### src/rtl/vfsd_pkg.sv
// Types and constants of the vector frame stream decoder.
// Depends on nothing; used by the top level, the checker and the testbench.
`default_nettype none

package vfsd_pkg;

  localparam logic [7:0]  TERM_BYTE     = 8'd255;
  localparam logic [12:0] TERM_SCALED   = 13'd4095;
  localparam logic [7:0]  LINE_CLOSE    = 8'd96;
  localparam logic [15:0] BUDGET_RESET  = 16'd3000;

  localparam logic KIND_POINT = 1'b0;
  localparam logic KIND_END   = 1'b1;

  typedef struct packed {
    logic        kind;
    logic [12:0] y_value;
    logic [12:0] x_value;
    logic [15:0] end_index;
    logic        rewind;
    logic        bank;
    logic        last;
  } res_t;

  // (v * 4095) >> 7, done as (v << 12) - v
  function automatic logic [12:0] scale_byte(input logic [7:0] v);
    logic [19:0] prod;
    prod = {v, 12'b0} - {12'b0, v};
    return prod[19:7];
  endfunction

endpackage

`default_nettype wire

### src/rtl/vfsd_if.sv
// Input and result channel interfaces with valid/ready handshake.
// Depends on nothing.
`default_nettype none

interface vfsd_in_if;
  logic       valid;
  logic       ready;
  logic [7:0] data_byte;
  logic       frame_start;
  logic       bank_select;

  modport source (output valid, output data_byte, output frame_start,
                  output bank_select, input ready);
  modport sink (input valid, input data_byte, input frame_start,
                input bank_select, output ready);
endinterface

interface vfsd_out_if;
  logic        valid;
  logic        ready;
  logic        kind;
  logic [12:0] y_value;
  logic [12:0] x_value;
  logic [15:0] end_index;
  logic        rewind;
  logic        bank;
  logic        last;

  modport source (output valid, output kind, output y_value, output x_value,
                  output end_index, output rewind, output bank, output last,
                  input ready);
  modport sink (input valid, input kind, input y_value, input x_value,
                input end_index, input rewind, input bank, input last,
                output ready);
endinterface

`default_nettype wire

### src/rtl/vector_frame_stream_decoder.sv
// Top level of the vector frame stream decoder: byte decode and result queue.
// Depends on vfsd_pkg and the channel interfaces in vfsd_if.sv.
`default_nettype none

// One encoded byte is decoded per cycle: a single pass of logic from the input
// handshake into a two-entry result queue, which holds the up to two results
// (point, frame end) one byte can cause. A byte that yields one result or none
// is taken every cycle while results drain; a byte that yields two holds the
// input off until the first result has left. Input is accepted whenever the
// queue is empty, or holds one result that is being taken.
module vector_frame_stream_decoder
  import vfsd_pkg::*;
(
  input  wire logic        clk,
  input  wire logic        rst_n,
  vfsd_in_if.sink          in_chan,
  vfsd_out_if.source       out_chan,
  input  wire logic        cfg_we,
  input  wire logic [15:0] cfg_wdata
);

  logic [15:0] budget_r;
  logic        aw_r, aw_nxt;
  logic [12:0] line_y_r, line_y_nxt;
  logic [15:0] pts_r, pts_nxt;
  logic [15:0] bc_r, bc_nxt;
  logic        fin_r, fin_nxt;
  res_t        s0_r, s0_nxt, s1_r, s1_nxt;
  logic [1:0]  cnt_r, cnt_nxt;

  logic        accept, pop;
  logic        aw_s, fin_s;
  logic [15:0] pts_s, bc_s;
  logic        term, closes, is_point, is_end, rw;
  logic [7:0]  sv_in;
  logic [12:0] temp;
  res_t        pt_res, end_res;
  logic [1:0]  n_res;

  assign pop            = (cnt_r != 2'd0) && out_chan.ready;
  assign in_chan.ready  = (cnt_r == 2'd0) || ((cnt_r == 2'd1) && out_chan.ready);
  assign accept         = in_chan.valid && in_chan.ready;

  always_comb begin
    aw_s  = in_chan.frame_start ? 1'b1  : aw_r;
    fin_s = in_chan.frame_start ? 1'b0  : fin_r;
    pts_s = in_chan.frame_start ? 16'd0 : pts_r;
    bc_s  = in_chan.frame_start ? 16'd0 : bc_r;

    term     = (in_chan.data_byte == TERM_BYTE);
    closes   = (in_chan.data_byte > LINE_CLOSE);
    sv_in    = (!aw_s && closes) ? (in_chan.data_byte - LINE_CLOSE) : in_chan.data_byte;
    temp     = term ? TERM_SCALED : scale_byte(sv_in);
    is_point = !fin_s && !term && !aw_s;

    aw_nxt     = aw_s;
    line_y_nxt = line_y_r;
    pts_nxt    = pts_s;
    bc_nxt     = bc_s;
    fin_nxt    = fin_s;
    is_end     = 1'b0;
    rw         = 1'b0;

    if (!fin_s) begin
      if (!term && aw_s) begin
        line_y_nxt = temp;
        aw_nxt     = 1'b0;
      end
      if (is_point) begin
        pts_nxt = pts_s + 16'd1;
        if (closes) aw_nxt = 1'b1;
      end
      bc_nxt = bc_s + 16'd1;
      if (temp == TERM_SCALED) begin
        is_end = 1'b1;
      end else if (temp == 13'd0) begin
        is_end = 1'b1;
        rw     = 1'b1;
      end else if (bc_nxt >= budget_r) begin
        is_end = 1'b1;
      end
      if (is_end) fin_nxt = 1'b1;
    end

    pt_res.kind      = KIND_POINT;
    pt_res.y_value   = line_y_r;
    pt_res.x_value   = temp;
    pt_res.end_index = 16'd0;
    pt_res.rewind    = 1'b0;
    pt_res.bank      = in_chan.bank_select;
    pt_res.last      = !is_end;

    end_res.kind      = KIND_END;
    end_res.y_value   = 13'd0;
    end_res.x_value   = 13'd0;
    end_res.end_index = (pts_nxt != 16'd0) ? (pts_nxt - 16'd1) : 16'd0;
    end_res.rewind    = rw;
    end_res.bank      = in_chan.bank_select;
    end_res.last      = 1'b1;

    n_res = {1'b0, is_point} + {1'b0, is_end};

    s0_nxt  = s0_r;
    s1_nxt  = s1_r;
    cnt_nxt = cnt_r;
    if (accept) begin
      s0_nxt  = is_point ? pt_res : end_res;
      s1_nxt  = end_res;
      cnt_nxt = n_res;
    end else if (pop) begin
      s0_nxt  = s1_r;
      cnt_nxt = cnt_r - 2'd1;
    end
  end

  always_ff @(posedge clk) begin
    if (!rst_n) begin
      budget_r <= BUDGET_RESET;
      aw_r     <= 1'b1;
      line_y_r <= 13'd0;
      pts_r    <= 16'd0;
      bc_r     <= 16'd0;
      fin_r    <= 1'b1;
      cnt_r    <= 2'd0;
    end else begin
      if (cfg_we) budget_r <= cfg_wdata;
      if (accept) begin
        aw_r     <= aw_nxt;
        line_y_r <= line_y_nxt;
        pts_r    <= pts_nxt;
        bc_r     <= bc_nxt;
        fin_r    <= fin_nxt;
      end
      cnt_r <= cnt_nxt;
    end
  end

  always_ff @(posedge clk) begin
    s0_r <= s0_nxt;
    s1_r <= s1_nxt;
  end

  assign out_chan.valid     = (cnt_r != 2'd0);
  assign out_chan.kind      = s0_r.kind;
  assign out_chan.y_value   = s0_r.y_value;
  assign out_chan.x_value   = s0_r.x_value;
  assign out_chan.end_index = s0_r.end_index;
  assign out_chan.rewind    = s0_r.rewind;
  assign out_chan.bank      = s0_r.bank;
  assign out_chan.last      = s0_r.last;

endmodule

`default_nettype wire

### src/flat_wrapper.sv
// flat-port wrapper written by rule: the top's interface ports become plain ports
module vector_frame_stream_decoder_flat import vfsd_pkg::*;
  (clk, rst_n, cfg_we, cfg_wdata, in_chan_valid, in_chan_data_byte, in_chan_frame_start, in_chan_bank_select, in_chan_ready, out_chan_valid, out_chan_kind, out_chan_y_value, out_chan_x_value, out_chan_end_index, out_chan_rewind, out_chan_bank, out_chan_last, out_chan_ready);
  vfsd_in_if in_chan_i ();
  vfsd_out_if out_chan_i ();
  input  wire logic clk;
  input  wire logic rst_n;
  input  wire logic cfg_we;
  input  wire logic [15:0] cfg_wdata;
  input wire logic [$bits(in_chan_i.valid)-1:0] in_chan_valid;
  input wire logic [$bits(in_chan_i.data_byte)-1:0] in_chan_data_byte;
  input wire logic [$bits(in_chan_i.frame_start)-1:0] in_chan_frame_start;
  input wire logic [$bits(in_chan_i.bank_select)-1:0] in_chan_bank_select;
  output wire logic [$bits(in_chan_i.ready)-1:0] in_chan_ready;
  output wire logic [$bits(out_chan_i.valid)-1:0] out_chan_valid;
  output wire logic [$bits(out_chan_i.kind)-1:0] out_chan_kind;
  output wire logic [$bits(out_chan_i.y_value)-1:0] out_chan_y_value;
  output wire logic [$bits(out_chan_i.x_value)-1:0] out_chan_x_value;
  output wire logic [$bits(out_chan_i.end_index)-1:0] out_chan_end_index;
  output wire logic [$bits(out_chan_i.rewind)-1:0] out_chan_rewind;
  output wire logic [$bits(out_chan_i.bank)-1:0] out_chan_bank;
  output wire logic [$bits(out_chan_i.last)-1:0] out_chan_last;
  input wire logic [$bits(out_chan_i.ready)-1:0] out_chan_ready;
  assign in_chan_i.valid = in_chan_valid;
  assign in_chan_i.data_byte = in_chan_data_byte;
  assign in_chan_i.frame_start = in_chan_frame_start;
  assign in_chan_i.bank_select = in_chan_bank_select;
  assign in_chan_ready = in_chan_i.ready;
  assign out_chan_valid = out_chan_i.valid;
  assign out_chan_kind = out_chan_i.kind;
  assign out_chan_y_value = out_chan_i.y_value;
  assign out_chan_x_value = out_chan_i.x_value;
  assign out_chan_end_index = out_chan_i.end_index;
  assign out_chan_rewind = out_chan_i.rewind;
  assign out_chan_bank = out_chan_i.bank;
  assign out_chan_last = out_chan_i.last;
  assign out_chan_i.ready = out_chan_ready;
  vector_frame_stream_decoder u_core (.clk(clk), .rst_n(rst_n), .in_chan(in_chan_i), .out_chan(out_chan_i), .cfg_we(cfg_we), .cfg_wdata(cfg_wdata));
endmodule
### config.mk
export PLATFORM = sky130hd
export DESIGN_NAME = vector_frame_stream_decoder_flat
export DESIGN_NICKNAME = d
export VERILOG_FILES = /design/src/rtl/vfsd_pkg.sv /design/src/rtl/vfsd_if.sv /design/src/rtl/vector_frame_stream_decoder.sv /design/src/flat_wrapper.sv
export SDC_FILE = /design/constraint.sdc
export NUM_CORES = 1
export LEC_CHECK = 0
export ABC_CLOCK_PERIOD_IN_PS = 5200
export BUFFER_PORTS_ARGS = -buffer_cell sky130_fd_sc_hd__buf_2
export CELL_PAD_IN_SITES_DETAIL_PLACEMENT = 0
export CELL_PAD_IN_SITES_GLOBAL_PLACEMENT = 1
export CORE_MARGIN = 3
export CORE_UTILIZATION = 45
export DETAILED_ROUTE_END_ITERATION = 12
export PLACE_DENSITY = 0.87
export RECOVER_POWER = 25
export SYNTH_ARGS = -nofsm -noshare
export SYNTH_HDL_FRONTEND = slang
export SYNTH_SLANG_ARGS = --single-unit
### constraint.sdc
create_clock -name clk -period 5.2 [get_ports clk]
set_input_delay 0 -clock clk [delete_from_list [all_inputs] [get_ports clk]]
set_output_delay 0 -clock clk [all_outputs]
set_load 0.005 [all_outputs]
==> flow_summary_export.csv <==
group,metric,value,unit
outcome,outcome,"finished, violations left",
outcome,violations,"max-capacitance violations, max-slew violations",
floorplan,die_x,131,um
grt,grt_max_degree,53,
clocking,cts_tree,"built",
finish,syn2layout_area_growth,17.3,%
floorplan,dieArea,17000,um2
synthesis,ys_warn_count,0,
route,routed_via_density,5.59,
synthesis,synth_xor_area_frac,0.0477,
sta,min_period,4330,ps
finish,n_fill_cell,1332,
worst_setup_path,worst-r2r-setup-slack,870,ps
synthesis,ys_ff_latch,129,
sta,setup_viol,0,
clocking,clk_latency,420,ps
floorplan,coreArea,14900,um2
synthesis,yosysUniqueCellTypes,73,
hold_path,hold_path.class,"in2reg",
sta,skew,8.81,ps
synthesis,async_flop_share,0,
route,wl,16200,um
worst_setup_path,path_class,"reg2reg",
clocking,cts.sinks,129,
finish,diodes,0,
placement,gp_congestion,0.853,
synthesis,yosysSeqAreaShare,0.462,
grt,grt_pass1_wl,26700,um
finish,final_cells,1037,
clocking,cts_inserted_buffers,17,
clocking,cts_hold_buf,27,
synthesis,synth_top_area_share,0.275,
pwr,vdd_drop_max,0.202,mV
sta,grt_setup_unrepaired,"no",
flow_run,drv_cap,1,
route,wl_per_cell,15.6,um
sta,tightest_slew,1680,ps
floorplan,io_pins,79,
synthesis,synthTopCellsByArea,"edfxtp_1, dfxtp_1, nor2_1",
clocking,post_cts.repair.setup_buffers,0,
floorplan,initial_utilization,0.470,
grt,antenna_found_initial,0,
grt,track_usage,0.196,
sta,fmax,0.231,GHz
synthesis,yosysMostFrequentCell,"nor2_1",
route,vias,5796,
worst_setup_path,critPathLaunchType,"register",
pwr,p_leak,3.25,nW
route,ant_nets,0,
pwr,power.density,365,nW/um2
placement,portBuffers,78,
placement,dp_hpwl,10900,um
sta,hold_viol,0,
worst_setup_path,cp.arrival,4560,ps
floorplan,die_height,131,um
synthesis,syn_inst,762,
synthesis,synth_top_family_by_area,"simple AND/OR/NAND/NOR gates",
route,drt_iter0_drc,351,
clocking,htree_levels,4,
synthesis,synth-compound-area-share,0.146,
synthesis,synthMuxAreaShare,0.0231,
finish,final_nets,895,
synthesis,synth-edff-count,64,
sta,slew-limit-headroom,-0.121,
clocking,cts-root-buf,"clkbuf_16",
placement,place_inst,978,
grt,grt_pass1_vias,5554,
route,first_pass_iters,5,
clocking,cts_buffer_depth,2,
synthesis,synth_fa_ha_area_frac,0.0430,
sta,maxSlewViolCount,50,
route,drc,0,
synthesis,synth_nets,817,
floorplan,rows,44,
worst_setup_path,end_kind,"register",
grt,grt-ovfl-total,0,
sta,tns,0,ps
synthesis,syn-cell-area,6980,um2
clocking,post_cts_resized,0,
synthesis,yosys_most_used_dff,"dfxtp_1",
synthesis,syn_avg_cell_area,9.16,um2
synthesis,yosysTopAreaCell,"edfxtp_1",
synthesis,synthSimpleGateAreaFrac,0.229,
sta,post-route-period-util,0.833,
worst_setup_path,cp.required,5420,ps
finish,layout-drive-gt1-share,0.131,
worst_setup_path,critPathMaxFanout,3,
synthesis,synth_common_cells,"nor2_1, nand2_1, dfxtp_1",
clocking,path_clk_slew,60,ps
critical path: stages (launching register included):
cell and delay, ps:
dfxtp_1 350, inv_1 80, nor2_1 170, ha_1 230, nor4b_1 500, nor3b_1 460
nand3_1 150, xor2_1 140, nor2_1 70, ha_1 200, a21o_1 170, a21o_1 180
a2111oi_0 600, a31oi_1 230, ha_1 350, o21ai_0 170, a211oi_1 90
registers in the layout, indices dropped and copies added (netlist names):
| signal | count |
|---|---|
| u_core.pts_r | 16 |
| u_core.line_y_r | 13 |
| u_core.aw_r | 1 |
| u_core.out_chan.x_value | 13 |
| u_core.out_chan.rewind | 1 |
| u_core.cnt_r | 2 |
| u_core.out_chan.end_index | 16 |
| u_core.out_chan.last | 1 |
| u_core.out_chan.bank | 1 |
| u_core.budget_r | 16 |
| u_core.s1_r | 18 |
| u_core.out_chan.kind | 1 |
| u_core.bc_r | 16 |
| u_core.out_chan.y_value | 13 |
| u_core.fin_r | 1 |
stage by stage:
stage               utilization  worst slack [ps]  hold WS [ps]  cell area, um2  total power [mW]
CTS                       0.553               870          24.5            8230              3.02
floorplan                     -              1000          98.9            6980              1.70
global placement          0.498               978           194            7400              1.86
detailed placement        0.498               913           196            7400              1.89
finish                    0.551               869          57.7            8190              2.99
global route              0.551               223          85.6            8190              3.13
cell families (layout without fill, tap and decap cells):
| group | after synthesis | count (layout) |
|---|---|---|
| AOI/OAI and AO/OA | 148 | 148 |
| xor gates and xnor gates | 38 | 38 |
| adders and majority gates | 24 | 24 |
| buffers and inverters | 80 | 171 |
| DFF | 129 | 129 |
| muxes | 16 | 16 |
| and+or+nand+nor | 327 | 327 |
power breakdown:
part           switching, mW  internal, mW  leakage [nW]  total [mW]
Sequential            0.0523          1.26          1.17        1.31
Clock                  0.447         0.667         0.262        1.11
Combinational          0.359         0.206          1.81       0.565
final timing paths:
kind	startpoint	to	depth (start not counted)
setup reg to reg	u_core.bc_r[0]$_SDFFE_PN0P_	u_core.cnt_r[0]$_SDFFE_PN0P_	16
hold reg to reg	u_core.line_y_r[2]$_SDFFE_PN0P_	u_core.line_y_r[2]$_SDFFE_PN0P_	2
setup / recovery	u_core.bc_r[0]$_SDFFE_PN0P_	u_core.cnt_r[0]$_SDFFE_PN0P_	16
hold / removal	in_chan_data_byte[0]	u_core.line_y_r[6]$_SDFFE_PN0P_	3
placed cells by master, fill, tap and decap left out, types with 5 or more instances in the layout:
cell,count
nor3_1,24
nor2_1,115
o211ai_1,9
nand2b_1,5
dfxtp_1,65
nand4_1,8
o21ai_2,10
clkbuf_16,17
nor4_1,7
a21oi_1,44
nand3_1,20
nand2_1,80
inv_1,29
xnor2_1,21
ha_1,24
a21o_1,6
and3_1,21
buf_2,48
dlygate4sd3_1,27
and2_1,5
nor2b_1,13
clkbuf_1,31
o21ai_0,28
buf_4,5
a211oi_1,13
xor2_1,17
edfxtp_1,64
mux2i_1,15
final cells by class:
class | instances | area, um2 | share of cell area
repair buffers | 110 | 661 | 0.0807
inverters | 29 | 109 | 0.0133
flip-flops and latches | 129 | 3220 | 0.394
multi-input cells | 553 | 3410 | 0.416
clock inverters | 13 | 113 | 0.0138
well taps | 184 | 230 | 0.0281
clock buffers | 19 | 443 | 0.0541
per-layer routing:
layer  track usage  vias up  share of wire
met5             0        -              0
met4        0.0587        0          0.015
met3        0.0459       21          0.057
met2         0.336      177           0.49
met1         0.247     2743           0.44
li1              -     2855              -
Power figures use the tool's default switching activity.
